<file path="src/rtl/rsi_pkg.sv">
`default_nettype none
// ----------------------------------------------------------------------------
// rsi_pkg
// widths, limits and stage record types shared by the ray-sphere test
// ----------------------------------------------------------------------------
package rsi_pkg;

    localparam int CW      = 32;           // coordinate width
    localparam int FRAC    = 16;           // fraction bits
    localparam int OC_W    = CW + 1;       // origin minus center
    localparam int A_W     = 2 * CW;       // a = dir.dir, unsigned
    localparam int H_W     = 2 * CW + 2;   // h = oc.dir, signed
    localparam int C_W     = 2 * CW + 3;   // c = oc.oc - r*r, signed
    localparam int D_W     = 4 * CW + 6;   // discriminant h*h - a*c, signed, even
    localparam int S_W     = D_W / 2;      // square root width
    localparam int NUM_W   = S_W + 1;      // -h - sqrt(d), signed
    localparam int MAG_W   = NUM_W + FRAC; // scaled numerator magnitude
    localparam int Q_W     = CW + 1;       // quotient bits kept
    localparam int MUL_W   = 2 * CW + 4;   // multiplier operand width
    localparam int LIMB    = MUL_W / 2;    // partial product limb
    localparam int P_W     = 2 * MUL_W;    // product width
    localparam int MUL_LAT = 4;            // multiplier latency

    localparam logic [CW-1:0] T_MAX = {1'b0, {(CW-1){1'b1}}};
    localparam logic [CW-1:0] T_MIN = {1'b1, {(CW-1){1'b0}}};

    // square root cell data
    typedef struct packed {
        logic [D_W-1:0] rad;
        logic [S_W:0]   rem;
        logic [S_W-1:0] root;
    } sq_t;

    // data riding along the square root chain
    typedef struct packed {
        logic                  valid;
        logic                  nohit;
        logic signed [H_W-1:0] h;
        logic [A_W-1:0]        a;
    } sd_t;

    // division cell data
    typedef struct packed {
        logic           valid;
        logic           nohit;
        logic           neg;
        logic           ovf;
        logic [A_W-1:0] rem;
        logic [A_W-1:0] a;
        logic [Q_W-1:0] low;
        logic [Q_W-1:0] q;
    } dv_t;

endpackage
`default_nettype wire

</file>
<file path="src/rtl/rsi_div_cell.sv">
`default_nettype none
// ----------------------------------------------------------------------------
// rsi_div_cell
// one quotient bit of a restoring unsigned division
// ----------------------------------------------------------------------------
module rsi_div_cell import rsi_pkg::*; (
    input  wire logic aclk,
    input  wire logic aresetn,
    input  wire logic en,
    input  wire dv_t  dv_in,
    output dv_t       dv_out
);

    logic [A_W:0] remx, diff;
    logic         ge;
    dv_t          dv_next;
    dv_t          dv_reg;
    logic         valid_reg;

    always_comb begin
        remx    = {dv_in.rem, dv_in.low[Q_W-1]};
        diff    = remx - {1'b0, dv_in.a};
        ge      = (remx >= {1'b0, dv_in.a});
        dv_next = dv_in;
        dv_next.rem = ge ? diff[A_W-1:0] : remx[A_W-1:0];
        dv_next.low = {dv_in.low[Q_W-2:0], 1'b0};
        dv_next.q   = {dv_in.q[Q_W-2:0], ge};
    end

    always_ff @(posedge aclk) begin
        if (!aresetn) begin
            valid_reg <= 1'b0;
        end else if (en) begin
            valid_reg <= dv_in.valid;
        end
    end

    always_ff @(posedge aclk) begin
        if (en) begin
            dv_reg <= dv_next;
        end
    end

    always_comb begin
        dv_out       = dv_reg;
        dv_out.valid = valid_reg;
    end

endmodule
`default_nettype wire

</file>
<file path="config.mk">
export PLATFORM = sky130hd
export DESIGN_NAME = rsi_div_cell
export DESIGN_NICKNAME = d
export VERILOG_FILES = /design/src/rtl/rsi_pkg.sv /design/src/rtl/rsi_div_cell.sv
export SDC_FILE = /design/constraint.sdc
export NUM_CORES = 1
export LEC_CHECK = 0
export BUFFER_PORTS_ARGS = -buffer_cell sky130_fd_sc_hd__buf_2
export CORE_ASPECT_RATIO = 1.25
export CORE_UTILIZATION = 25
export DETAILED_ROUTE_END_ITERATION = 16
export GPL_TIMING_DRIVEN = 0
export HOLD_SLACK_MARGIN = 0.05
export PLACE_DENSITY_LB_ADDON = 0.12
export SYNTH_ARGS = -nofsm -noshare
export SYNTH_HDL_FRONTEND = slang
export SYNTH_SLANG_ARGS = --single-unit
</file>
<file path="constraint.sdc">
create_clock -name aclk -period 7 [get_ports aclk]
set_input_delay 0.7 -clock aclk [delete_from_list [all_inputs] [get_ports aclk]]
set_output_delay 0.7 -clock aclk [all_outputs]
set_load 0.01 [all_outputs]
</file>
Word-level counts from Yosys, hierarchy flattened
Cells that the tools add are included.
{"block": "totals", "mem_count": 0, "out_inout_bits": 198, "ram_bits": 0, "rom_bits": 0, "elab_cells": 11, "latchBits": 0, "in_bits": 201, "ff_bits": 197}
{"block": "classes", "multipliers": 0, "shifts": 0, "bitwise": 0, "mux": 1, "n_lt_le_gt_ge": 1, "n_addsub": 1, "n_eq_ne": 0, "n_div": 0, "n_reduce_logical": 0}
{"operator": "$ge 65x64->1", "n": 1}
{"operator": "$mux 64", "n": 1}
{"operator": "$sub 64x64->64", "n": 1}

Depth between registers and ports, before layout
Gate-level depths: netlist of run 1.
{"block": "depth", "depth_word": 2, "ltp_mapped": 16, "mapped_depth_nobuf": 13}

Worst setup path after synthesis of run 1
No wires, ideal clock.
{"block": "synth_path", "path_type": "input-to-reg", "from": "in dv_in[98] in the netlist's numbering", "to": "reg dv_reg (netlist bit dv_out[193]) (data pin)", "n_path_buf": 1, "t_arrival_ns": 3.154, "t_required_ns": 6.738, "path_stages": 11, "path_slack_ns": 3.583, "setup_ns": 0.262, "cell_sequence": "inv_1 -> ha_1 -> buf_2 -> nand4_1 -> or3_1 -> a311o_1 -> o41ai_4 -> a41oi_2 -> o211ai_2 -> xor2_1 -> mux2_1"}
{"item": "from (decl)", "line_no": "rsi_div_cell.sv:10", "text": "input wire dv_t dv_in,"}
{"item": "to (signal assigned)", "line_no": "rsi_div_cell.sv:40", "text": "dv_reg <= dv_next;"}
{"item": "to (decl)", "line_no": "rsi_div_cell.sv:17", "text": "dv_t dv_reg;"}

==> results of run 1 <==
[stage by stage]
step | hold WS, ps | worst slack (ps) | cell area [um2]
2_1_floorplan | 483.9 | 3583 | 10790
3_3_place_gp | 501.4 | 2310 | 13470
3_5_place_dp | 523.0 | 2383 | 13510
4_1_cts | 365.1 | 2857 | 14060
5_1_grt | 372.3 | 2665 | 14060
6_report | 402.6 | 2784 | 14060
[critical path, delay by kind of cell]
kind            cells  cell delay, ps
compound gates      6            2460
buf+inv             3             360
simple gates        2             340
mux                 1             300
fa+ha+maj           1             280
[cells by family after synthesis]
| family | after synthesis | share of synthesized area [%] |
|---|---|---|
| AO/OA/AOI/OAI | 278 | 16.80 |
| XOR/XNOR | 57 | 4.626 |
| adder cells (fa/ha/maj) | 65 | 7.605 |
| buffers and inverters | 115 | 4.625 |
| flip-flops | 197 | 54.72 |
| multiplexers | 17 | 1.751 |
| other | 1 | 0.03475 |
| AND/OR/NAND/NOR | 224 | 9.842 |
[synth_stat cells (all sizes together), types with 7 or more instances]
cell type	number	area share (%)
nor2	86	3.2
mux2	15	1.6
nor3	9	0.46
o21a	12	0.83
ha	64	7.4
a21o	37	2.6
clkbuf	14	0.49
a21oi	123	6.1
or3	7	0.41
xnor2	37	3.0
nand3	11	0.51
buf	22	1.4
xor2	20	1.6
nand4	15	0.87
o21ai	46	2.2
o21bai	11	0.77
inv	79	2.7
nand2	60	2.1
edfxtp	196	55
[power by group]
part / leakage [nW] / switching [mW] / internal (mW)
clock network: 0.262 / 0.498 / 0.465
logic: 3.98 / 0.483 / 0.327
registers: 1.93 / 0.0284 / 1.45
total: 6.17 / 1.01 / 2.24
[layout make-up]
type | instances | share of cell area (%)
sequential | 197 | 41.99
multi-input combinational | 642 | 31.20
timing repair buffer | 397 | 14.36
tap | 559 | 4.973
clock buffer | 18 | 3.051
inverter | 79 | 2.108
buffer | 36 | 1.441
clock inverter | 14 | 0.8451
antenna | 2 | 0.03558
[worst paths after layout]
check                           slack [ps]       from           to  depth (start not counted)
worst max-delay path                  2780  dv_in[77]  dv_out[190]                         13
worst min-delay path                   400  dv_in[52]   dv_out[53]                          1
worst max register to register        6390  valid_reg    valid_reg                          2
worst min register to register         550  valid_reg    valid_reg                          2
[metal layers]
layer  global-route usage [%]  vias to the layer above  wire length, um
met5                        0                        -                0
met4                    6.580                        0              851
met3                    3.726                       39             2149
met2                    29.36                      321            18170
met1                    17.55                     4093            14160
li1                         -                     4317                -
==> results by group, run 1 <==
Run status
  – Status: finished clean

Clocking
  – Clock Pin Slew Worst Setup and Hold Paths: roughly 80 ps
  – PostCTS Resize Cnt: 0
  – Clk_lat worst skew: about 470 ps
  – Hold buffers post-CTS: 0
  – CTS tree: done
  – CTS Buf Count: 17
  – H-Tree Level Count: 4
  – Clk sinks: about 200
  – Root Driver: clkbuf_16
  – Setup Buffers After CTS: 0
  – CTS max path bufs: 2

Synthesis
  – Net Count, Synth: between 1000 and 1500
  – Synth unique cells: 68
  – Cells after Synth: 954
  – Synth Cell Area: between 10000 and 15000 um2
  – Main synth FF type: edfxtp_1
  – Syn Area/Cell: around 11 um2
  – Synth warn: 0
  – Post-synth EDFFs: 196
  – #FFs+latches synth: 197
  – Ys async rst share: 0%
  – Seq/Total Area, Yosys: between 50% and 60%

Timing
  – Setup_tns: 0 ps
  – Final Skew: 0 ps
  – Final hold vios: 0
  – Slew Limit Fails: 0
  – Part of the cycle the worst path needs: between 60% and 70%
  – Setup-failing EPs final: 0
  – Min Tclk post-route: about 4200 ps
  – Worst slew pin tran: 890.1 ps
  – Max Clock Freq: around 240 MHz
  – Max-slew headroom: about two fifths
  – RSZ-0062 raised after global routing: no

Cells and area
  – Most frequent cells in the layout: buf_2, edfxtp_1, a21oi_1
  – Layout Cells excl Fill: 1944
  – Fill cell count: approximately 4500
  – Commonest non-fill, non-tap cell in the layout: buf_2
  – Synthesis-to-finish area growth: 30.31%
  – Final #Nets: 1636
  – Final core occ: between 30% and 40%
  – Max reg flops: slightly below 200
  – Area occupied by multi-input gates: 4388 um2
  – Storage element area: between 5000 and 6000 um2
  – Layout cells sized above 1: 35.36%

Worst setup path
  – Setup crit end kind: register
  – CP required: roughly 7200 ps
  – CP max FO: 8
  – CP startpoint kind: primary input
  – CP arrival: 4440 ps
  – Largest stage delay, worst path: between 600 and 700 ps
  – Crit path max-delay cell type: o31ai_2
  – Setup CP Type: in2reg
  – Crit-path cells: buf_2 -> inv_1 -> ha_1 -> clkbuf_1 -> a21oi_1 -> o221ai_1 -> o31ai_2 -> o21ai_1 -> a31oi_2 -> o21ai_0 -> nand4b_1 -> nand3_1 -> mux2_1

Drt
  – Post-DR wirelength/cell: between 15 and 20 um
  – Pre-antenna DRT Iters: 5
  – Vias per inst: between 4 and 5
  – Via Count: 8770
  – DR iter-0 viols: between 300 and 400
  – DRC viols: 0
  – Routed wire length: around 35000 um
  – Routed Antenna Nets: 0

GRT
  – Initial antenna violation count: 2
  – Vias in the first global route: between 8000 and 9000
  – Largest net degree at the start of global routing: around 110
  – Global route overflow: 0
  – Tot GR Track Use: between 15 and 20%
  – First-pass GRT wire length: about 52000 um

Placement
  – Placed insts: 1910
  – Port Buf Inserts: 396
  – RePlAce Congestion: approximately 0.85
  – Detailed placement HPWL: between 20000 and 30000 um

Floorplan
  – Core Footprint: 42360 um2
  – Starting Density: between 20% and 30%
  – Num ports: between 300 and 400
  – Row count: 84
  – Die Area: 44010 um2
  – Die outline width: 187.8 um
  – Die H: between 200 and 250 um

Power and ir drop
  – PwrDens: between 200 and 250 nW/um2
  – Leakage: 6.167 nW
  – Total power: roughly 3.3 mW
  – Max IR drop VDD: 0.0001775 V

Hold path
  – Worst Hold Class: in2reg

Run
  – MaxCap Viol Count: 0
Power figures use the tool's default switching activity.
==> run 2, diff against run 1 <==
Clock period 7 ns to 3.4 ns, I/O delays scaled along.
==> run 2 against run 1 <==
Effect of this change: die area is the same; combinational power grew 120%; critical path type unchanged; worst hold slack lost 320 ps; register-to-register slack lost 3600 ps.
==> results by group, run 2 (synthesis gave the netlist of run 1 again) <==
Floorplan
  – Row count: 84 (unchanged)
  – Die outline width: 187.8 um (unchanged)
  – Die Area: 44010 um2 (unchanged)
  – Num ports: 399 (unchanged)
  – Core Footprint: 42360 um2 (unchanged)
  – Starting Density: 25.48% (unchanged)
  – Die H: 234.3 um (unchanged)

Cells and area
  – Layout cells sized above 1: 34.25% (was 35.36%)
  – Final #Nets: 1748 (was 1636)
  – Commonest non-fill, non-tap cell in the layout: buf_2 (unchanged)
  – Synthesis-to-finish area growth: 42.17% (was 30.31%)
  – Layout Cells excl Fill: 2056 (was 1944)
  – Max reg flops: 196 (unchanged)
  – Most frequent cells in the layout: buf_2, edfxtp_1, dlygate4sd3_1 (was buf_2, edfxtp_1, a21oi_1)

Worst setup path
  – CP max FO: 8 (unchanged)
  – CP required: 3620 ps (was 7230 ps)
  – Setup crit end kind: register (unchanged)
  – Setup CP Type: in2reg (unchanged)
  – CP startpoint kind: primary input (unchanged)
  – CP arrival: 3520 ps (was 4440 ps)
  – FF-to-FF setup slack: 2790 ps (was 6390 ps)

Power and ir drop
  – Flop pwr share: 44.6% (was 45.4%)
  – Clock share of power: 28.9% (was 29.6%)
  – Share of power burned in combinational logic: 26.5% (was 24.9%)
  – Switching Fraction: 30.88% (was 31.05%)
  – Internal power: 4.720 mW (was 2.241 mW)
  – PwrDens: 445.0 nW/um2 (was 231.1 nW/um2)
  – Leakage: 6.677 nW (was 6.167 nW)
  – NetSw: 2.108 mW (was 1.009 mW)
  – Max IR drop VDD: 0.0003668 V (was 0.0001775 V)

Timing
  – Max-slew headroom: 46.05% (was 40.04%)
  – Max Clock Freq: 303.7 MHz
  – Min Tclk post-route: 3293 ps
  – Final Skew: 0 ps (unchanged)
  – Final hold vios: 0 (unchanged)
  – Setup-failing EPs final: 0 (unchanged)
  – Setup_tns: 0 ps (unchanged)
  – Hold slack final: 79.45 ps (was 402.6 ps)
  – Worst slew pin tran: 809.3 ps (was 890.1 ps)
  – Part of the cycle the worst path needs: a little over nine tenths
  – Slew Limit Fails: 0 (unchanged)

Run
  – MaxCap Viol Count: 0 (unchanged)

Drt
  – DRC viols: 0 (unchanged)
  – Pre-antenna DRT Iters: 5 (unchanged)
  – DR iter-0 viols: 316 (was 340)
  – Routed Antenna Nets: 0 (unchanged)
  – Via Count: 9200 (was 8770)
  – Post-DR wirelength/cell: 17.65 um (was 18.18 um)
  – Routed wire length: 36290 um (was 35330 um)
  – Vias per inst: 4.475 (was 4.511)

Clocking
  – CTS max path bufs: 2 (unchanged)
  – H-Tree Level Count: 4 (unchanged)
  – Clk_lat worst skew: 470 ps (about the same)
  – Clk sinks: 197 (unchanged)
  – CTS Buf Count: 17 (unchanged)
  – Root Driver: clkbuf_16 (unchanged)
  – Clock Pin Slew Worst Setup and Hold Paths: 80 ps (about the same)
  – CTS tree: done (unchanged)

GRT
  – Vias in the first global route: 9493 (was 8982)
  – Initial antenna violation count: 4 (was 2)
  – Largest net degree at the start of global routing: 111 (unchanged)
  – First-pass GRT wire length: 53860 um (was 52360 um)
  – Tot GR Track Use: 16.32% (was 15.95%)
  – Global route overflow: 0 (unchanged)

Placement
  – Placed insts: 1910 (unchanged)
  – RePlAce Congestion: 0.8521 (unchanged)
  – Detailed placement HPWL: 28530 um (unchanged)
  – Port Buf Inserts: 396 (unchanged)

Run status
  – Status: finished clean (unchanged)

Hold path
  – Worst Hold Class: in2reg (unchanged)
run 2: final timing paths:
path | start | to | cells past startpoint
min | dv_in[75] | dv_out[75] | 1
max | dv_in[77] | dv_out[182] | 12
min reg2reg | valid_reg | valid_reg | 2
max reg2reg | valid_reg | valid_reg | 2
run 2: cell type report:
class | count | area, um2
Antenna cell | 2 | 5.005
Buffer | 35 | 232.7
Clock buffer | 18 | 429.2
Clock inverter | 14 | 118.9
Fill cell | 4370 | 27010
Inverter | 79 | 296.5
Multi-Input combinational cell | 642 | 4514
Sequential cell | 197 | 5906
Tap cell | 559 | 699.4
Timing Repair Buffer | 510 | 3143
run 2: worst max-delay path: stages:
cell and delay [ps]:
buf_2 90, inv_1 50, ha_1 420, a21oi_1 330, o221ai_1 310, o31ai_4 530
o21ai_2 200, a31oi_4 320, o31ai_2 150, a21oi_1 390, mux2i_1 140, a41o_1 240
run 2: layer usage:
layer / wire (um) / track usage [%]
met3: 2078 / 3.696
met4: 761 / 6.911
met2: 18840 / 30.15
met5: 27 / 0
met1: 14580 / 17.88
run 2: power by group through the flow:
stage	clock, mW	sequential (mW)	combinational, mW
final	1.98	3.04	1.81
after CTS	2.07	3.05	1.82
after detailed placement	0	3.10	1.69
after global placement	0	3.11	1.68
after floorplan	0	3.25	0.823
after global routing	2.13	3.07	2.00
run 2: timing repair:
action | in CTS | in global routing
hold endpoints to repair | 110 | 0
resized for setup | 16 | 19
pin swaps | 2 | 6
setup buffers | 1 | 2
hold buffers | 110 | 0
endpoints found under the setup margin | 65 | 64
run 2: stage by stage:
stage          area [um2]  total power, mW  setup WS (ps)  util (%)
2_1_floorplan       10790            4.070          343.5         -
3_3_place_gp        13470            4.795         -929.5     31.81
3_5_place_dp        13510            4.790         -857.0     31.90
4_1_cts             15240            6.933        -0.1701     35.99
5_1_grt             15340            7.200         -12.91     36.22
6_report            15340            6.828          107.0     36.23
==> run 3, diff against run 2 <==
Settings changed: CAP_MARGIN from default to 10.
Clock period 3.4 ns to 2.99 ns, I/O delays scaled along.
==> run 3 against run 2 <==
Effect of this change: flip-flop and latch count stayed put; combinational power is 25% higher; count of clock-buffer cells in the layout is 1 lower; first-iteration DRC count is 16% higher; final area is 6.0% higher; die area stayed put; sequential share of layout area is 2.2 points lower; worst setup slack worse by 91 ps; clock skew stayed put; core utilization is 2.2 points higher; clock power is 20% higher; critical endpoint is now dv_out[191].
==> results by group, run 3 (synthesis gave the netlist of run 1 again) <==
Worst setup path
  – FF-to-FF setup slack: 2360 ps (was 2790 ps)
  – CP required: 3210 ps (was 3620 ps)
  – Crit path from: dv_in[67] (was dv_in[77])
  – CP max FO: 5 (was 8)
  – Worst r2r src: valid_reg (unchanged)
  – Setup CP Type: in2reg (unchanged)
  – Cells on worst reg2reg path: 2 (unchanged)
  – CP arrival: 3200 ps (was 3520 ps)
  – CP startpoint kind: primary input (unchanged)
  – Worst R2R End: valid_reg (unchanged)
  – Setup crit end kind: register (unchanged)
  – CP Capture Point: dv_out[191] (was dv_out[182])

Cells and area
  – Final core occ: 38.40% (was 36.23%)
  – Max reg flops: 196 (unchanged)
  – Layout cells sized above 1: 38.56% (was 34.25%)
  – Area occupied by multi-input gates: 4865 um2 (was 4514 um2)
  – Most frequent cells in the layout: buf_2, edfxtp_1, dlygate4sd3_1 (unchanged)
  – Diodes inserted: 0 (was 2)
  – Storage element area: 5906 um2 (unchanged)
  – Synthesis-to-finish area growth: 50.68% (was 42.17%)
  – Layout Cells excl Fill: 2089 (was 2056)
  – Commonest non-fill, non-tap cell in the layout: buf_2 (unchanged)
  – Final #Nets: 1783 (was 1748)
  – Fill cell count: 4235 (was 4370)

Placement
  – RePlAce Congestion: 0.8079 (was 0.8521)
  – Detailed placement HPWL: 28390 um (was 28530 um)
  – Placed insts: 1910 (unchanged)
  – Port Buf Inserts: 396 (unchanged)

Power and ir drop
  – Switching Fraction: 31.48% (was 30.88%)
  – Leakage: 7.010 nW (was 6.677 nW)
  – Internal power: 5.559 mW (was 4.720 mW)
  – Share of power burned in combinational logic: 28.0% (was 26.5%)
  – Clock share of power: 29.4% (was 28.9%)
  – PwrDens: 498.8 nW/um2 (was 445.0 nW/um2)
  – Max IR drop VDD: 0.0004052 V (was 0.0003668 V)
  – NetSw: 2.553 mW (was 2.108 mW)
  – Flop pwr share: 42.7% (was 44.6%)

Clocking
  – CTS Buf Count: 17 (unchanged)
  – CTS tree: done (unchanged)
  – Root Driver: clkbuf_16 (unchanged)
  – Clk sinks: 197 (unchanged)
  – CTS max path bufs: 2 (unchanged)
  – Clk_lat worst skew: 460 ps (was 470 ps)
  – Clock Pin Slew Worst Setup and Hold Paths: 90 ps (was 80 ps)
  – H-Tree Level Count: 4 (unchanged)

Floorplan
  – Die outline width: 187.8 um (unchanged)
  – Row count: 84 (unchanged)
  – Num ports: 399 (unchanged)
  – Core Footprint: 42360 um2 (unchanged)
  – Die H: 234.3 um (unchanged)
  – Starting Density: 25.48% (unchanged)
  – Die Area: 44010 um2 (unchanged)

GRT
  – Largest net degree at the start of global routing: 119 (was 111)
  – Tot GR Track Use: 16.74% (was 16.32%)
  – Global route overflow: 0 (unchanged)
  – Initial antenna violation count: 4 (unchanged)
  – Vias in the first global route: 9530 (was 9493)
  – First-pass GRT wire length: 55330 um (was 53860 um)

Drt
  – Routed wire length: 37220 um (was 36290 um)
  – Pre-antenna DRT Iters: 4 (was 5)
  – Vias per inst: 4.458 (was 4.475)
  – DR iter-0 viols: 365 (was 316)
  – DRC viols: 0 (unchanged)
  – Post-DR wirelength/cell: 17.81 um (was 17.65 um)
  – Via Count: 9313 (was 9200)
  – Routed Antenna Nets: 0 (unchanged)

Timing
  – Part of the cycle the worst path needs: ~100%
  – Worst slew pin tran: 719.4 ps (was 809.3 ps)
  – Max-slew headroom: 52.04% (was 46.05%)
  – Max Clock Freq: 336.3 MHz
  – Min Tclk post-route: 2974 ps
  – RSZ-0062 raised after global routing: yes
  – Final hold vios: 0 (unchanged)
  – Setup-failing EPs final: 0 (unchanged)
  – Final Skew: 0 ps (unchanged)
  – Slew Limit Fails: 0 (unchanged)

Run
  – MaxCap Viol Count: 0 (unchanged)

Run status
  – Status: finished clean (unchanged)

Hold path
  – Worst Hold Class: in2reg (unchanged)
==> run 3: routing by layer <==
| metal | wire, um | vias up | global-route usage [%] |
|---|---|---|---|
| li1 | - | 4619 | - |
| met1 | 15420 | 4389 | 19.30 |
| met2 | 19330 | 275 | 30.63 |
| met3 | 1977 | 24 | 3.562 |
| met4 | 447 | 6 | 5.513 |
| met5 | 43 | - | 0 |
==> run 3: how the worst min path moves through the flow <==
stage	end	depth (start not counted)	from	slack (ps)
finish	valid_reg	3	dv_in[197]	130
floorplan	dv_out[100]	0	dv_in[100]	400
CTS	valid_reg	3	dv_in[197]	70
global route	dv_out[153]	2	dv_in[152]	130
detailed placement	dv_out[60]	1	dv_in[59]	480
global placement	dv_out[24]	1	dv_in[23]	480
==> run 3: power groups by stage <==
stage / Clock (mW) / Combinational (mW) / Sequential, mW
2_1_floorplan: 0 / 0.937 / 3.69
6_report: 2.38 / 2.27 / 3.46
5_1_grt: 2.55 / 2.49 / 3.49
3_3_place_gp: 0 / 1.92 / 3.54
3_5_place_dp: 0 / 1.93 / 3.53
4_1_cts: 2.48 / 2.22 / 3.47
==> run 3: timing repair <==
item	in CTS	in global routing
cloned	2	0
setup endpoints to repair	65	65
pin swaps	17	23
gates resized for setup	73	71
buffers inserted	16	9
hold buffers	132	0
endpoints found under the hold margin	132	0
==> run 3: metrics by stage <==
| step | setup TNS [ps] | area [um2] | hold WS (ps) | power, mW | setup WS, ps |
|---|---|---|---|---|---|
| finish | 0 | 16260 | 127.2 | 8.112 | 16.37 |
| global route | -1170 | 16260 | 129.2 | 8.535 | -121.0 |
| CTS | -2607 | 15970 | 69.54 | 8.171 | -91.55 |
| detailed placement | -63790 | 13520 | 477.1 | 5.451 | -1179 |
| global placement | -313660 | 13480 | 475.9 | 5.460 | -1319 |
| floorplan | 0 | 10800 | 397.9 | 4.629 | 39.87 |
==> run 3: layout make-up <==
class                   instances  area share (%)
flip-flops and latches        197           36.31
plain buffers                  26           1.723
clock buffers                  17           2.616
clock inverters                15           1.092
repair buffers                554           22.22
well taps                     559           4.301
inverters                      79           1.823
multi-input cells             642           29.91
==> run 3: worst max-delay path: stages <==
cell and delay [ps]:
buf_4 140, inv_1 90, ha_4 210, nor2b_4 130, o31a_4 310, o211ai_4 270, a2111oi_4 110, buf_4 180
nor3_4 180, o21ai_4 100, a31o_4 260, a21o_1 170, buf_8 130, buf_4 140, buf_16 140, mux2_1 320
