## src/rtl/rsi_pkg.sv

```systemverilog
`default_nettype none
// ----------------------------------------------------------------------------
// rsi_pkg
// widths, limits and stage record types shared by the ray-sphere test
// ----------------------------------------------------------------------------
package rsi_pkg;

    localparam int CW      = 32;           // coordinate width
    localparam int FRAC    = 16;           // fraction bits
    localparam int OC_W    = CW + 1;       // origin minus center
    localparam int A_W     = 2 * CW;       // a = dir.dir, unsigned
    localparam int H_W     = 2 * CW + 2;   // h = oc.dir, signed
    localparam int C_W     = 2 * CW + 3;   // c = oc.oc - r*r, signed
    localparam int D_W     = 4 * CW + 6;   // discriminant h*h - a*c, signed, even
    localparam int S_W     = D_W / 2;      // square root width
    localparam int NUM_W   = S_W + 1;      // -h - sqrt(d), signed
    localparam int MAG_W   = NUM_W + FRAC; // scaled numerator magnitude
    localparam int Q_W     = CW + 1;       // quotient bits kept
    localparam int MUL_W   = 2 * CW + 4;   // multiplier operand width
    localparam int LIMB    = MUL_W / 2;    // partial product limb
    localparam int P_W     = 2 * MUL_W;    // product width
    localparam int MUL_LAT = 4;            // multiplier latency

    localparam logic [CW-1:0] T_MAX = {1'b0, {(CW-1){1'b1}}};
    localparam logic [CW-1:0] T_MIN = {1'b1, {(CW-1){1'b0}}};

    // square root cell data
    typedef struct packed {
        logic [D_W-1:0] rad;
        logic [S_W:0]   rem;
        logic [S_W-1:0] root;
    } sq_t;

    // data riding along the square root chain
    typedef struct packed {
        logic                  valid;
        logic                  nohit;
        logic signed [H_W-1:0] h;
        logic [A_W-1:0]        a;
    } sd_t;

    // division cell data
    typedef struct packed {
        logic           valid;
        logic           nohit;
        logic           neg;
        logic           ovf;
        logic [A_W-1:0] rem;
        logic [A_W-1:0] a;
        logic [Q_W-1:0] low;
        logic [Q_W-1:0] q;
    } dv_t;

endpackage
`default_nettype wire

```

## src/rtl/rsi_sqrt_cell.sv

```systemverilog
`default_nettype none
// ----------------------------------------------------------------------------
// rsi_sqrt_cell
// one root bit of a restoring integer square root
// ----------------------------------------------------------------------------
module rsi_sqrt_cell import rsi_pkg::*; (
    input  wire logic aclk,
    input  wire logic aresetn,
    input  wire logic en,
    input  wire sq_t  sq_in,
    input  wire sd_t  sd_in,
    output sq_t       sq_out,
    output sd_t       sd_out
);

    logic [S_W+2:0] remx, trial, diff;
    logic           ge;
    sq_t            sq_next;
    sq_t            sq_reg;
    sd_t            sd_reg;
    logic           valid_reg;

    always_comb begin
        remx  = {sq_in.rem, sq_in.rad[D_W-1 -: 2]};
        trial = {1'b0, sq_in.root, 2'b01};
        diff  = remx - trial;
        ge    = (remx >= trial);
        sq_next.rem  = ge ? diff[S_W:0] : remx[S_W:0];
        sq_next.root = {sq_in.root[S_W-2:0], ge};
        sq_next.rad  = {sq_in.rad[D_W-3:0], 2'b00};
    end

    always_ff @(posedge aclk) begin
        if (!aresetn) begin
            valid_reg <= 1'b0;
        end else if (en) begin
            valid_reg <= sd_in.valid;
        end
    end

    always_ff @(posedge aclk) begin
        if (en) begin
            sq_reg <= sq_next;
            sd_reg <= sd_in;
        end
    end

    always_comb begin
        sq_out       = sq_reg;
        sd_out       = sd_reg;
        sd_out.valid = valid_reg;
    end

endmodule
`default_nettype wire

```

## config.mk

```make
export PLATFORM = sky130hd
export DESIGN_NAME = rsi_sqrt_cell
export DESIGN_NICKNAME = d
export VERILOG_FILES = /design/src/rtl/rsi_pkg.sv /design/src/rtl/rsi_sqrt_cell.sv
export SDC_FILE = /design/constraint.sdc
export NUM_CORES = 1
export LEC_CHECK = 0
export BUFFER_PORTS_ARGS = -buffer_cell sky130_fd_sc_hd__buf_4
export CAP_MARGIN = 20
export CELL_PAD_IN_SITES_DETAIL_PLACEMENT = 1
export CELL_PAD_IN_SITES_GLOBAL_PLACEMENT = 2
export CORE_AREA = 2 2 314 316
export CTS_BUF_LIST = sky130_fd_sc_hd__clkbuf_4 sky130_fd_sc_hd__clkbuf_8
export DETAILED_ROUTE_END_ITERATION = 10
export DIE_AREA = 0 0 316 318
export PLACE_DENSITY_LB_ADDON = 0.1
export SLEW_MARGIN = 20
export SYNTH_ARGS = -nofsm -noshare
export SYNTH_HDL_FRONTEND = slang
export SYNTH_SLANG_ARGS = --single-unit
```

## constraint.sdc

```tcl
create_clock -name aclk -period 4.3 [get_ports aclk]
set_input_delay 0.86 -clock aclk [delete_from_list [all_inputs] [get_ports aclk]]
set_output_delay 0.86 -clock aclk [all_outputs]
set_load 0.01 [all_outputs]
```

# == Word level (Yosys, flattened, before mapping) ==
# Cells that the tools add are included.
# word_totals
mem_count,0
output_inout_bits,401
latchBits,0
inputBits,404
romBits,0
register_bits,399
ram_bits,0
word_cells,10
# op_classes
muxes,1
order_cmp,1
n_bitwise,0
n_eq_ne,0
n_addsub,1
reduce_logical,0
n_mul,0
n_shift,0
div,0
# op_table
cell,count
>= comparator 70 x 69 -> 1 bit,1
2-to-1 mux 68 bit,1
subtractor 68 bit,1

# == Logic depth before layout (Yosys ltp) ==
# Gate-level depths: netlist of run 1.
# logic_depth
word_depth,2
depth_mapped,17
depth_no_buf,14

# == Worst setup path before layout of run 1 ==
# Ideal clock, no wire load.
# synth_timing
kind,in2reg
from,in sq_in[33] (netlist name)
to,"reg sq_reg, in the netlist sq_out[125] (data pin)"
setup_time_ps,262
t_arrival_ps,3501
n_path_buf,3
path_slack_ps,537
t_required_ps,4038
stages,15
cell_sequence,inv_1 ha_1 buf_2 nand4_2 or4_1 a21o_1 a21oi_2 o21a_1 o211ai_1 and2_4 or2_1 buf_6 inv_12 buf_8 mux2_1
# synth_rtl
item,line_no,text
start: declaration,rsi_sqrt_cell.sv:10,"input wire sq_t sq_in,"
end signal: assignment,rsi_sqrt_cell.sv:43,sq_reg <= sq_next;
end: declaration,rsi_sqrt_cell.sv:19,sq_t sq_reg;

==> run_summary.xml, run 1 <==
<?xml version="1.0" encoding="UTF-8"?>
<metrics>
  <group name="outcome">
    <metric name="outcome" unit="">finished, final reports clean</metric>
  </group>
  <group name="timing">
    <metric name="max_slew_margin" unit="%">36.4</metric>
    <metric name="max_freq" unit="GHz">0.274</metric>
    <metric name="worst_clock_skew_on_the_final_layout" unit="ps">0</metric>
    <metric name="timing_worst_slew_pin_value" unit="ps">954</metric>
    <metric name="finalHoldViolCount" unit="">0</metric>
    <metric name="layout_worst_path_cycle_share" unit="%">85.0</metric>
    <metric name="post-route-worst-setup-slack" unit="ps">647</metric>
    <metric name="grt_setup_unrepaired" unit="">no</metric>
    <metric name="setup_violations" unit="">0</metric>
    <metric name="post-route-min-period" unit="ps">3650</metric>
    <metric name="maxSlewViolCount" unit="">0</metric>
    <metric name="fin_tns_setup" unit="ps">0</metric>
  </group>
  <group name="power">
    <metric name="seqPwrFrac" unit="%">41.9</metric>
    <metric name="combPwrFrac" unit="%">21.8</metric>
    <metric name="clock_network_fraction_of_design_power" unit="%">36.3</metric>
    <metric name="internal_power" unit="mW">8.33</metric>
    <metric name="power_per_standard_cell_area" unit="nW/um^2">417</metric>
    <metric name="switching_share" unit="%">28.0</metric>
    <metric name="power.ir.vdd_worst" unit="mV">0.193</metric>
    <metric name="fin_total_pwr" unit="mW">11.6</metric>
    <metric name="p_sw" unit="mW">3.23</metric>
    <metric name="cellLeakagePower" unit="nW">12.0</metric>
  </group>
  <group name="global_route">
    <metric name="antenna_found_initial" unit="">36</metric>
    <metric name="grt_first_pass_wirelength" unit="um">123000</metric>
    <metric name="pin_count_of_the_biggest_net_entering_global_routing" unit="">84</metric>
    <metric name="grtUsageTotal" unit="%">17.7</metric>
    <metric name="grt_remaining_overflow" unit="">0</metric>
    <metric name="number_of_global_route_vias_before_repair" unit="">15333</metric>
  </group>
  <group name="setup_path">
    <metric name="worstPathArrival" unit="ps">4080</metric>
    <metric name="timing.critical_path.max_delay_family" unit="">simple AND/OR/NAND/NOR gates</metric>
    <metric name="critical_path.cell_chain" unit="">buf_4, ha_1, nand4_2, nor2_1, nand4_1, or4_1, nor4_1, nor4_1, and2_4, or2_1, inv_12, buf_12, mux2_4</metric>
    <metric name="cp-start-kind" unit="">input pin</metric>
    <metric name="max_stage_delay" unit="ps">590</metric>
    <metric name="critPathRequiredTime" unit="ps">4730</metric>
    <metric name="critical-path-top-cell-by-count" unit="">sky130_fd_sc_hd__nor4_1</metric>
    <metric name="crit_type" unit="">input pin to register</metric>
    <metric name="crit_buf_inv" unit="">3</metric>
    <metric name="crit_path_max_fanout" unit="">11</metric>
    <metric name="slowest_stage" unit="">sky130_fd_sc_hd__or4_1</metric>
    <metric name="endpoint_type_of_the_worst_setup_path" unit="">register</metric>
  </group>
  <group name="place">
    <metric name="post-dp-hpwl" unit="um">76200</metric>
    <metric name="place.port_buffers" unit="">802</metric>
    <metric name="place_ws" unit="ps">-127</metric>
    <metric name="finalWeightedCongestion" unit="">0.821</metric>
    <metric name="placed_cells_incl_taps" unit="">3393</metric>
  </group>
  <group name="logic_synthesis">
    <metric name="yosys_warnings" unit="">0</metric>
    <metric name="post_synth_main_area_contributors" unit="">sky130_fd_sc_hd__edfxtp_1 (68%), sky130_fd_sc_hd__ha_1 (4.9%), sky130_fd_sc_hd__mux2_4 (3.6%), sky130_fd_sc_hd__a21oi_1 (2.6%), sky130_fd_sc_hd__xnor2_1 (2.1%)</metric>
    <metric name="synthCells" unit="">1219</metric>
    <metric name="avgSynthCellArea" unit="um^2">14.4</metric>
    <metric name="synth_area_leader_cell" unit="">sky130_fd_sc_hd__edfxtp_1</metric>
    <metric name="share_of_synthesized_flip_flops_with_an_asynchronous_set_or_reset" unit="%">0</metric>
    <metric name="syn-cell-area" unit="um^2">17600</metric>
    <metric name="post_synth_num_cell_types" unit="">73</metric>
    <metric name="synth_enable_flop_cells" unit="">398</metric>
    <metric name="synth_largest_type_area_fraction" unit="%">68.0</metric>
    <metric name="synth-main-ff-cell" unit="">sky130_fd_sc_hd__edfxtp_1</metric>
    <metric name="postSynthRegisterBits" unit="">399</metric>
    <metric name="ys_seq_area_share" unit="%">68.1</metric>
  </group>
  <group name="drt">
    <metric name="detailedRoute.firstIterationViolations" unit="">667</metric>
    <metric name="post_drt_via_cell_ratio" unit="">4.01</metric>
    <metric name="detailroute.via_count" unit="">14249</metric>
    <metric name="route.antenna.remaining_nets" unit="">0</metric>
    <metric name="routed_wirelength" unit="um">91600</metric>
    <metric name="detail_route.drc_violations" unit="">0</metric>
    <metric name="wl_per_cell" unit="um">25.8</metric>
    <metric name="drt-pass1-iter-count" unit="">4</metric>
  </group>
  <group name="floorplanning">
    <metric name="floorplan.core_area" unit="um^2">97400</metric>
    <metric name="floorplan.die.width" unit="um">316</metric>
    <metric name="die_h" unit="um">318</metric>
    <metric name="die_area" unit="um^2">100000</metric>
    <metric name="floorplan.initialDensity" unit="%">18.0</metric>
    <metric name="io_pins" unit="">805</metric>
    <metric name="placement_rows" unit="">115</metric>
  </group>
  <group name="cts">
    <metric name="clk_pin_slew_worst_paths" unit="ps">60</metric>
    <metric name="cts-hold-fix-buffers" unit="">0</metric>
    <metric name="post_cts.repair.setup_buffers" unit="">0</metric>
    <metric name="cts-root-buf" unit="">sky130_fd_sc_hd__clkbuf_8</metric>
    <metric name="tritoncts_num_sinks" unit="">399</metric>
    <metric name="clkLatencyLatePin" unit="ps">700</metric>
    <metric name="cts_buffers" unit="">84</metric>
    <metric name="cts_resized" unit="">0</metric>
    <metric name="cts_max_level" unit="">3</metric>
    <metric name="cts_tree" unit="">done</metric>
    <metric name="ctsLongestPathBuffers" unit="">3</metric>
  </group>
  <group name="flow_run">
    <metric name="drv_cap" unit="">0</metric>
  </group>
  <group name="layout">
    <metric name="final_common_cell" unit="">sky130_fd_sc_hd__buf_4</metric>
    <metric name="number_of_flip_flops_in_the_largest_register" unit="">267</metric>
    <metric name="post_route_cells_drive_above_1_share" unit="%">49.6</metric>
    <metric name="syn2layout_area_growth" unit="%">57.9</metric>
    <metric name="final_cell_mix" unit="">sky130_fd_sc_hd__buf_4 (916), sky130_fd_sc_hd__edfxtp_1 (398), sky130_fd_sc_hd__a21oi_1 (91), sky130_fd_sc_hd__clkbuf_8 (88), sky130_fd_sc_hd__inv_1 (83)</metric>
    <metric name="finalNetCount" unit="">2665</metric>
    <metric name="layout.cells.non_filler" unit="">3553</metric>
  </group>
  <group name="hold_path">
    <metric name="hold_class" unit="">input pin to register</metric>
  </group>
</metrics>
[kinds of logic after synthesis]
group	synth area share (%)
other	0.0213
adder cells (fa/ha/maj)	4.91
buffers and inverters	3.40
multiplexers	3.95
AND/OR/NAND/NOR	6.30
XOR/XNOR	2.99
flip-flops	68.1
AO/OA/AOI/OAI	10.3
[power groups by stage]
stage	Sequential, mW	Clock (mW)	Combinational (mW)
detailed placement	4.92	0	2.58
finish	4.84	4.21	2.52
floorplan	5.09	0	0.810
CTS	4.85	4.42	2.59
global placement	4.92	0	2.58
global route	4.88	4.58	2.72
[area by class of cell]
class,count,area [um^2]
Fill cell,10716,69700
Inverter,84,328
Antenna cell,10,25.0
Sequential cell,399,12000
Timing Repair Buffer,927,7090
Clock buffer,117,1430
Multi-Input combinational cell,696,5020
Tap cell,1287,1610
Clock inverter,33,275
[synthesized netlist by cell type (all sizes together), types with 2 or more instances]
cell / count
o211ai: 7
nor2: 57
mux2: 45
a21boi: 3
a31o: 2
o41ai: 3
and4: 3
buf: 20
o21bai: 20
nor4: 6
nor2b: 7
or3: 3
inv: 84
o21ai: 68
or2: 3
nand4: 20
or3b: 2
o21a: 9
a2111oi: 4
and3: 8
o221ai: 2
nor3: 12
nand2: 75
a31oi: 13
and2: 9
or4: 3
xnor2: 43
a2bb2oi: 2
xor2: 17
mux2i: 3
a221oi: 2
nand3: 14
clkbuf: 21
a21o: 32
edfxtp: 398
a211oi: 10
a21oi: 92
nand2b: 5
ha: 69
o31ai: 8
[path summary, 6_finish.rpt]
| check | startpoint | slack (ps) | depth (start not counted) | to |
|---|---|---|---|---|
| hold reg to reg | valid_reg | 530 | 2 | valid_reg |
| setup reg to reg | valid_reg | 3710 | 2 | valid_reg |
| hold / removal | sd_in[118] | 320 | 1 | sd_out[118] |
| setup / recovery | sq_in[80] | 650 | 13 | sq_out[77] |
[through the flow]
stage | instance area [um^2] | hold slack, ps | util (%)
2_1_floorplan | 17600 | 484 | -
3_3_place_gp | 26000 | 521 | 26.7
3_5_place_dp | 26000 | 515 | 26.7
4_1_cts | 27700 | 209 | 28.5
5_1_grt | 27700 | 246 | 28.5
6_report | 27700 | 323 | 28.5
[routing by layer]
metal	wire (um)	part of all wire, %	vias up	GRT usage (%)
met5	120	0.13	-	0
met4	2730	3.0	18	6.46
met3	7730	8.4	130	6.14
met2	47300	52	527	31.7
met1	33800	37	7003	19.0
li1	-	-	6571	-
[worst register-to-register path, cell delays in order (launching register included)]
cell                      delay [ps]
sky130_fd_sc_hd__dfxtp_1         310
sky130_fd_sc_hd__mux2i_1         120
sky130_fd_sc_hd__nor2b_1          60
(Power assumes the default switching activity.)
==> inputs of run 2 (changes only) <==
- CORE_AREA: 2 2 314 316 -> 2 2 312 314
- DIE_AREA: 0 0 316 318 -> 0 0 314 316
- clock period: 4.3 -> 3.08 ns (I/O delays scaled with it)
==> run 2 against run 1 <==
Effect of this change: wire length grew 6.9%; die area is 1.3% lower; power grew 45%; sequential power up 40%; global-route usage grew 1.3 points; clock power grew 38%; register-to-register slack lost 1200 ps; combinational power is 67% higher; critical endpoint is now sq_out[128]; largest power group unchanged; highest routed layer unchanged.
==> run_summary.xml, run 2 (synthesis gave the netlist of run 1 again) <==
<?xml version="1.0" encoding="UTF-8"?>
<metrics>
  <group name="outcome">
    <metric name="outcome" unit="">finished, final reports clean</metric>
  </group>
  <group name="setup_path">
    <metric name="crit_type" unit="">input pin to register</metric>
    <metric name="critical-path-top-cell-by-count" unit="">sky130_fd_sc_hd__buf_4</metric>
    <metric name="cp-start-kind" unit="">input pin</metric>
    <metric name="max_stage_delay" unit="ps">520</metric>
    <metric name="worstPathArrival" unit="ps">3480</metric>
    <metric name="critPathRequiredTime" unit="ps">3490</metric>
    <metric name="timing.critical_path.max_delay_family" unit="">simple AND/OR/NAND/NOR gates</metric>
    <metric name="slowest_stage" unit="">sky130_fd_sc_hd__or4b_1</metric>
    <metric name="endpoint_type_of_the_worst_setup_path" unit="">register</metric>
    <metric name="crit_buf_inv" unit="">6</metric>
    <metric name="critical_path.cell_chain" unit="">buf_4, inv_1, ha_2, buf_4, a21oi_2, buf_4, o22ai_1, or4b_1, and3_4, o2111a_1, a211oi_2, buf_4, o21ai_2, buf_4, nor4_2, o41ai_4</metric>
    <metric name="crit_path_max_fanout" unit="">3</metric>
  </group>
  <group name="power">
    <metric name="power_per_standard_cell_area" unit="nW/um^2">538</metric>
    <metric name="power.ir.vdd_worst" unit="mV">0.237</metric>
    <metric name="fin_total_pwr" unit="mW">16.8</metric>
    <metric name="cellLeakagePower" unit="nW">13.7</metric>
  </group>
  <group name="timing">
    <metric name="timing_worst_slew_pin_value" unit="ps">566</metric>
    <metric name="max_slew_margin" unit="%">61.3</metric>
    <metric name="maxSlewViolCount" unit="">0</metric>
    <metric name="post-route-worst-setup-slack" unit="ps">12.1</metric>
    <metric name="worst_clock_skew_on_the_final_layout" unit="ps">0</metric>
    <metric name="post-route-min-period" unit="ps">3070</metric>
    <metric name="setup_violations" unit="">0</metric>
    <metric name="finalHoldViolCount" unit="">0</metric>
    <metric name="grt_setup_unrepaired" unit="">yes</metric>
    <metric name="layout_worst_path_cycle_share" unit="%">99.6</metric>
    <metric name="max_freq" unit="GHz">0.326</metric>
    <metric name="holdWs" unit="ps">91.8</metric>
  </group>
  <group name="drt">
    <metric name="detailedRoute.firstIterationViolations" unit="">748</metric>
    <metric name="drt-pass1-iter-count" unit="">4</metric>
    <metric name="detailroute.via_count" unit="">15668</metric>
    <metric name="routed_wirelength" unit="um">98000</metric>
    <metric name="wl_per_cell" unit="um">25.3</metric>
    <metric name="post_drt_via_cell_ratio" unit="">4.04</metric>
    <metric name="route.antenna.remaining_nets" unit="">0</metric>
    <metric name="detail_route.drc_violations" unit="">0</metric>
  </group>
  <group name="place">
    <metric name="detailed_place.area" unit="um^2">27900</metric>
    <metric name="post-dp-hpwl" unit="um">80200</metric>
    <metric name="finalWeightedCongestion" unit="">0.821</metric>
    <metric name="place_ws" unit="ps">-982</metric>
    <metric name="placed_cells_incl_taps" unit="">3602</metric>
    <metric name="place.port_buffers" unit="">802</metric>
  </group>
  <group name="global_route">
    <metric name="grt_remaining_overflow" unit="">0</metric>
    <metric name="grtUsageTotal" unit="%">19.0</metric>
    <metric name="number_of_global_route_vias_before_repair" unit="">17060</metric>
    <metric name="antenna_found_initial" unit="">33</metric>
    <metric name="pin_count_of_the_biggest_net_entering_global_routing" unit="">64</metric>
    <metric name="grt_first_pass_wirelength" unit="um">132000</metric>
  </group>
  <group name="cts">
    <metric name="cts_buffers" unit="">80</metric>
    <metric name="ctsLongestPathBuffers" unit="">3</metric>
    <metric name="clkLatencyLatePin" unit="ps">700</metric>
    <metric name="cts_tree" unit="">done</metric>
    <metric name="cts-root-buf" unit="">sky130_fd_sc_hd__clkbuf_8</metric>
    <metric name="cts_max_level" unit="">3</metric>
    <metric name="tritoncts_num_sinks" unit="">399</metric>
    <metric name="clk_pin_slew_worst_paths" unit="ps">60</metric>
  </group>
  <group name="floorplanning">
    <metric name="floorplan.core_area" unit="um^2">96000</metric>
    <metric name="io_pins" unit="">805</metric>
    <metric name="floorplan.initialDensity" unit="%">18.3</metric>
    <metric name="placement_rows" unit="">114</metric>
    <metric name="die_area" unit="um^2">99200</metric>
    <metric name="die_h" unit="um">316</metric>
    <metric name="floorplan.die.width" unit="um">314</metric>
  </group>
  <group name="layout">
    <metric name="ff_latch_area" unit="um^2">12000</metric>
    <metric name="multi_input_area" unit="um^2">5610</metric>
    <metric name="design_area" unit="um^2">31300</metric>
    <metric name="syn2layout_area_growth" unit="%">77.9</metric>
    <metric name="number_of_flip_flops_in_the_largest_register" unit="">267</metric>
    <metric name="post_route_cells_drive_above_1_share" unit="%">54.8</metric>
    <metric name="final_cell_mix" unit="">sky130_fd_sc_hd__buf_4 (1,134), sky130_fd_sc_hd__edfxtp_1 (398), sky130_fd_sc_hd__dlygate4sd3_1 (116), sky130_fd_sc_hd__a21oi_1 (82), sky130_fd_sc_hd__clkbuf_8 (80)</metric>
    <metric name="fillerInstances" unit="">10506</metric>
    <metric name="layout.cells.non_filler" unit="">3878</metric>
    <metric name="final_common_cell" unit="">sky130_fd_sc_hd__buf_4</metric>
    <metric name="finalNetCount" unit="">3007</metric>
  </group>
  <group name="hold_path">
    <metric name="hold_class" unit="">input pin to register</metric>
  </group>
  <group name="flow_run">
    <metric name="drv_cap" unit="">0</metric>
  </group>
</metrics>
==> run 2: per-stage QoR <==
step	setup TNS, ps	util [%]
after floorplan	-14460	-
after global placement	-62320	29.1
after detailed placement	-59700	29.1
after CTS	0	32.1
after global routing	-487	32.6
final	0	32.6
==> run 2: path summary, 6_finish.rpt <==
path	from	to	depth (start not counted)	slack (ps)
setup reg to reg	valid_reg	valid_reg	2	2490
hold / removal	sq_in[153]	sq_out[155]	1	90
setup / recovery	sq_in[4]	sq_out[128]	16	10
hold reg to reg	valid_reg	valid_reg	2	530
==> run 2: what timing repair did <==
| item | in CTS | in global routing |
|---|---|---|
| hold endpoints to repair | 116 | 0 |
| resized for setup | 15 | 62 |
| setup endpoints to repair | 53 | 56 |
| cloned | 1 | 3 |
| pin swaps | 4 | 12 |
| hold buffers | 116 | 0 |
| setup buffers | 2 | 5 |
==> run 2: cell type report <==
| class | instances | share of cell area, % |
|---|---|---|
| diodes | 9 | 0.0720 |
| multi-input cells | 696 | 17.9 |
| well taps | 1276 | 5.11 |
| repair inverters | 1 | 0.0520 |
| repair buffers | 1272 | 32.2 |
| flip-flops and latches | 399 | 38.3 |
| clock buffers | 110 | 4.24 |
| clock inverters | 31 | 0.988 |
| inverters | 84 | 1.10 |
==> run 2: power breakdown <==
group | leakage [nW] | internal (mW) | switching (mW) | total (mW)
Clock | 0.868 | 3.23 | 2.60 | 5.82
Sequential | 3.90 | 6.59 | 0.193 | 6.79
Combinational | 8.88 | 2.19 | 2.02 | 4.21
==> run 2: metal layers <==
metal,up-vias,GRT usage (%),part of all wire (%)
met5,-,0,0.12
met4,18,6.86,3.1
met3,139,8.05,9.8
met2,572,32.9,50
met1,7688,20.7,37
li1,7251,-,-
==> run 2: worst reg2reg max path: cells and delay by family (launching register included) <==
| kind | cells | cell delay [ps] |
|---|---|---|
| simple gates | 1 | 60 |
| mux | 1 | 120 |
| flops | 1 | 310 |
==> inputs of run 3 (changes only) <==
- ABC_CLOCK_PERIOD_IN_PS: unset -> 3080
- BUFFER_PORTS_ARGS: -buffer_cell sky130_fd_sc_hd__buf_4 -> -buffer_cell sky130_fd_sc_hd__buf_2
==> run 3 against run 2 <==
Effect of this change: via count increased by 3.9%; maximum frequency decreased by 0.33%; sequential power about the same; sequential share of layout area increased by 0.52 points; first-iteration DRC count increased by 13%; register-to-register slack about the same; worst setup slack got worse by 10 ps; cell area decreased by 1.3%; cell count increased by 4.5%; combinational power decreased by 5.2%; clock-buffer cell count decreased by 9; largest cell class unchanged.
==> run_summary.xml, run 3 (synthesis gave the netlist of run 1 again) <==
<?xml version="1.0" encoding="UTF-8"?>
<metrics>
  <group name="timing">
    <metric name="max_slew_margin" unit="%">61.6</metric>
    <metric name="worst_clock_skew_on_the_final_layout" unit="ps">0</metric>
    <metric name="layout_worst_path_cycle_share" unit="%">99.9</metric>
    <metric name="post-route-worst-setup-slack" unit="ps">1.98</metric>
    <metric name="maxSlewViolCount" unit="">0</metric>
    <metric name="timing_worst_slew_pin_value" unit="ps">561</metric>
    <metric name="grt_setup_unrepaired" unit="">yes</metric>
    <metric name="max_freq" unit="GHz">0.325</metric>
    <metric name="setup_violations" unit="">0</metric>
    <metric name="holdWs" unit="ps">79.4</metric>
    <metric name="post-route-min-period" unit="ps">3080</metric>
    <metric name="finalHoldViolCount" unit="">0</metric>
  </group>
  <group name="global_route">
    <metric name="pin_count_of_the_biggest_net_entering_global_routing" unit="">72</metric>
    <metric name="antenna_found_initial" unit="">45</metric>
    <metric name="number_of_global_route_vias_before_repair" unit="">18046</metric>
    <metric name="grt_first_pass_wirelength" unit="um">133000</metric>
    <metric name="grtUsageTotal" unit="%">19.0</metric>
    <metric name="grt_remaining_overflow" unit="">0</metric>
  </group>
  <group name="power">
    <metric name="power.ir.vdd_worst" unit="mV">0.255</metric>
    <metric name="fin_total_pwr" unit="mW">16.5</metric>
    <metric name="cellLeakagePower" unit="nW">13.6</metric>
    <metric name="power_per_standard_cell_area" unit="nW/um^2">535</metric>
  </group>
  <group name="layout">
    <metric name="finalNetCount" unit="">3168</metric>
    <metric name="post-route-util" unit="%">32.1</metric>
    <metric name="post_route_cells_drive_above_1_share" unit="%">52.2</metric>
    <metric name="final_cell_mix" unit="">sky130_fd_sc_hd__buf_2 (794), sky130_fd_sc_hd__edfxtp_1 (398), sky130_fd_sc_hd__buf_4 (360), sky130_fd_sc_hd__dlygate4sd3_1 (255), sky130_fd_sc_hd__a21oi_1 (83)</metric>
    <metric name="syn2layout_area_growth" unit="%">75.5</metric>
    <metric name="number_of_flip_flops_in_the_largest_register" unit="">267</metric>
    <metric name="layout.cells.non_filler" unit="">4052</metric>
    <metric name="final_common_cell" unit="">sky130_fd_sc_hd__buf_2</metric>
  </group>
  <group name="floorplanning">
    <metric name="floorplan.die.width" unit="um">314</metric>
    <metric name="floorplan.core_area" unit="um^2">96000</metric>
    <metric name="die_h" unit="um">316</metric>
    <metric name="placement_rows" unit="">114</metric>
    <metric name="floorplan.initialDensity" unit="%">18.3</metric>
    <metric name="die_area" unit="um^2">99200</metric>
    <metric name="io_pins" unit="">805</metric>
  </group>
  <group name="place">
    <metric name="place.port_buffers" unit="">802</metric>
    <metric name="place_ws" unit="ps">-958</metric>
    <metric name="post-dp-hpwl" unit="um">79700</metric>
    <metric name="finalWeightedCongestion" unit="">0.824</metric>
    <metric name="placed_cells_incl_taps" unit="">3622</metric>
  </group>
  <group name="setup_path">
    <metric name="crit_path_max_fanout" unit="">7</metric>
    <metric name="endpoint_type_of_the_worst_setup_path" unit="">register</metric>
    <metric name="slowest_stage" unit="">sky130_fd_sc_hd__or4_4</metric>
    <metric name="critPathRequiredTime" unit="ps">3530</metric>
    <metric name="worstPathArrival" unit="ps">3530</metric>
    <metric name="critical_path.cell_chain" unit="">buf_8, inv_4, ha_4, nand4_1, or4_4, a21o_1, a21oi_4, o21a_1, o211ai_1, and2_4, or2_4, inv_12, clkbuf_16, mux2_4</metric>
    <metric name="cp-start-kind" unit="">input pin</metric>
    <metric name="crit_type" unit="">input pin to register</metric>
    <metric name="max_stage_delay" unit="ps">600</metric>
    <metric name="timing.critical_path.from" unit="">sq_in[39]</metric>
    <metric name="critical_path.reg2reg.startpoint" unit="">valid_reg</metric>
  </group>
  <group name="cts">
    <metric name="cts_max_level" unit="">3</metric>
    <metric name="clkLatencyLatePin" unit="ps">700</metric>
    <metric name="cts_buffers" unit="">81</metric>
    <metric name="ctsLongestPathBuffers" unit="">3</metric>
    <metric name="cts-root-buf" unit="">sky130_fd_sc_hd__clkbuf_8</metric>
    <metric name="cts_tree" unit="">done</metric>
    <metric name="tritoncts_num_sinks" unit="">399</metric>
    <metric name="clk_pin_slew_worst_paths" unit="ps">60</metric>
  </group>
  <group name="drt">
    <metric name="detail_route.drc_violations" unit="">0</metric>
    <metric name="detailroute.via_count" unit="">16284</metric>
    <metric name="routed_wirelength" unit="um">97700</metric>
    <metric name="post_drt_via_cell_ratio" unit="">4.02</metric>
    <metric name="wl_per_cell" unit="um">24.1</metric>
    <metric name="drt-pass1-iter-count" unit="">4</metric>
    <metric name="route.antenna.remaining_nets" unit="">0</metric>
    <metric name="detailedRoute.firstIterationViolations" unit="">847</metric>
  </group>
  <group name="outcome">
    <metric name="outcome" unit="">finished, final reports clean</metric>
  </group>
  <group name="hold_path">
    <metric name="worst_hold_startpoint" unit="">sq_in[37]</metric>
    <metric name="hold_class" unit="">input pin to register</metric>
  </group>
  <group name="flow_run">
    <metric name="drv_cap" unit="">0</metric>
  </group>
</metrics>
-- run 3: cell count changes in the layout (fill, tap and decap cells not counted), moves of 3 or more --
cell,before,now
sky130_fd_sc_hd__clkinv_2,7,10
sky130_fd_sc_hd__inv_2,2,5
sky130_fd_sc_hd__clkinv_1,13,24
sky130_fd_sc_hd__dlygate4sd3_1,116,255
sky130_fd_sc_hd__clkbuf_4,30,20
sky130_fd_sc_hd__buf_2,0,794
sky130_fd_sc_hd__inv_8,4,1
sky130_fd_sc_hd__diode_2,9,17
sky130_fd_sc_hd__buf_4,1134,360
-- run 3: stage by stage --
step                      setup TNS [ps]  area (um^2)
after CTS                              0        30400
after detailed placement          -59160        26100
after global placement            -60870        26100
final                                  0        30900
after floorplan                   -14460        18000
after global routing                -702        30800
-- run 3: path summary, 6_finish.rpt --
path,endpoint,slack [ps],depth (start not counted)
setup / recovery,sq_out[76],2,14
hold / removal,sq_out[38],80,1
setup reg to reg,valid_reg,2490,2
hold reg to reg,valid_reg,530,2
-- run 3: timing repair --
action                                  CTS  global route
endpoints found under the setup margin   60            58
gates cloned                              0             5
pin swaps                                 1            19
buffers inserted                          2             4
resized for setup                        13            63
hold buffers                            255             0
hold endpoints to repair                255             0
-- run 3: area by class of cell --
cell class | count | area (um^2)
inverter | 84 | 338
antenna | 17 | 42.5
timing repair inverter | 1 | 8.76
sequential | 399 | 12000
tap | 1276 | 1600
clock buffer | 101 | 1260
fill | 10769 | 65100
clock inverter | 46 | 365
multi-input combinational | 696 | 5590
timing repair buffer | 1432 | 9670
-- run 3: power breakdown --
part | switching (mW) | internal (mW)
combinational | 2.06 | 1.93
clock | 2.67 | 3.08
sequential | 0.173 | 6.59
-- run 3: layer usage --
| metal | GRT usage (%) | routed length, um | up-vias |
|---|---|---|---|
| met5 | 0 | 148 | - |
| met4 | 6.75 | 2880 | 24 |
| met3 | 7.29 | 9310 | 144 |
| met2 | 32.8 | 48600 | 587 |
| met1 | 21.2 | 36700 | 7928 |
| li1 | - | - | 7601 |
-- run 3: worst max-delay path: cells and delay by family --
kind	cells	cell delay [ps]
mux	1	300
simple gates	4	1270
compound gates	4	610
fa+ha+maj	1	280
buf+inv	4	440
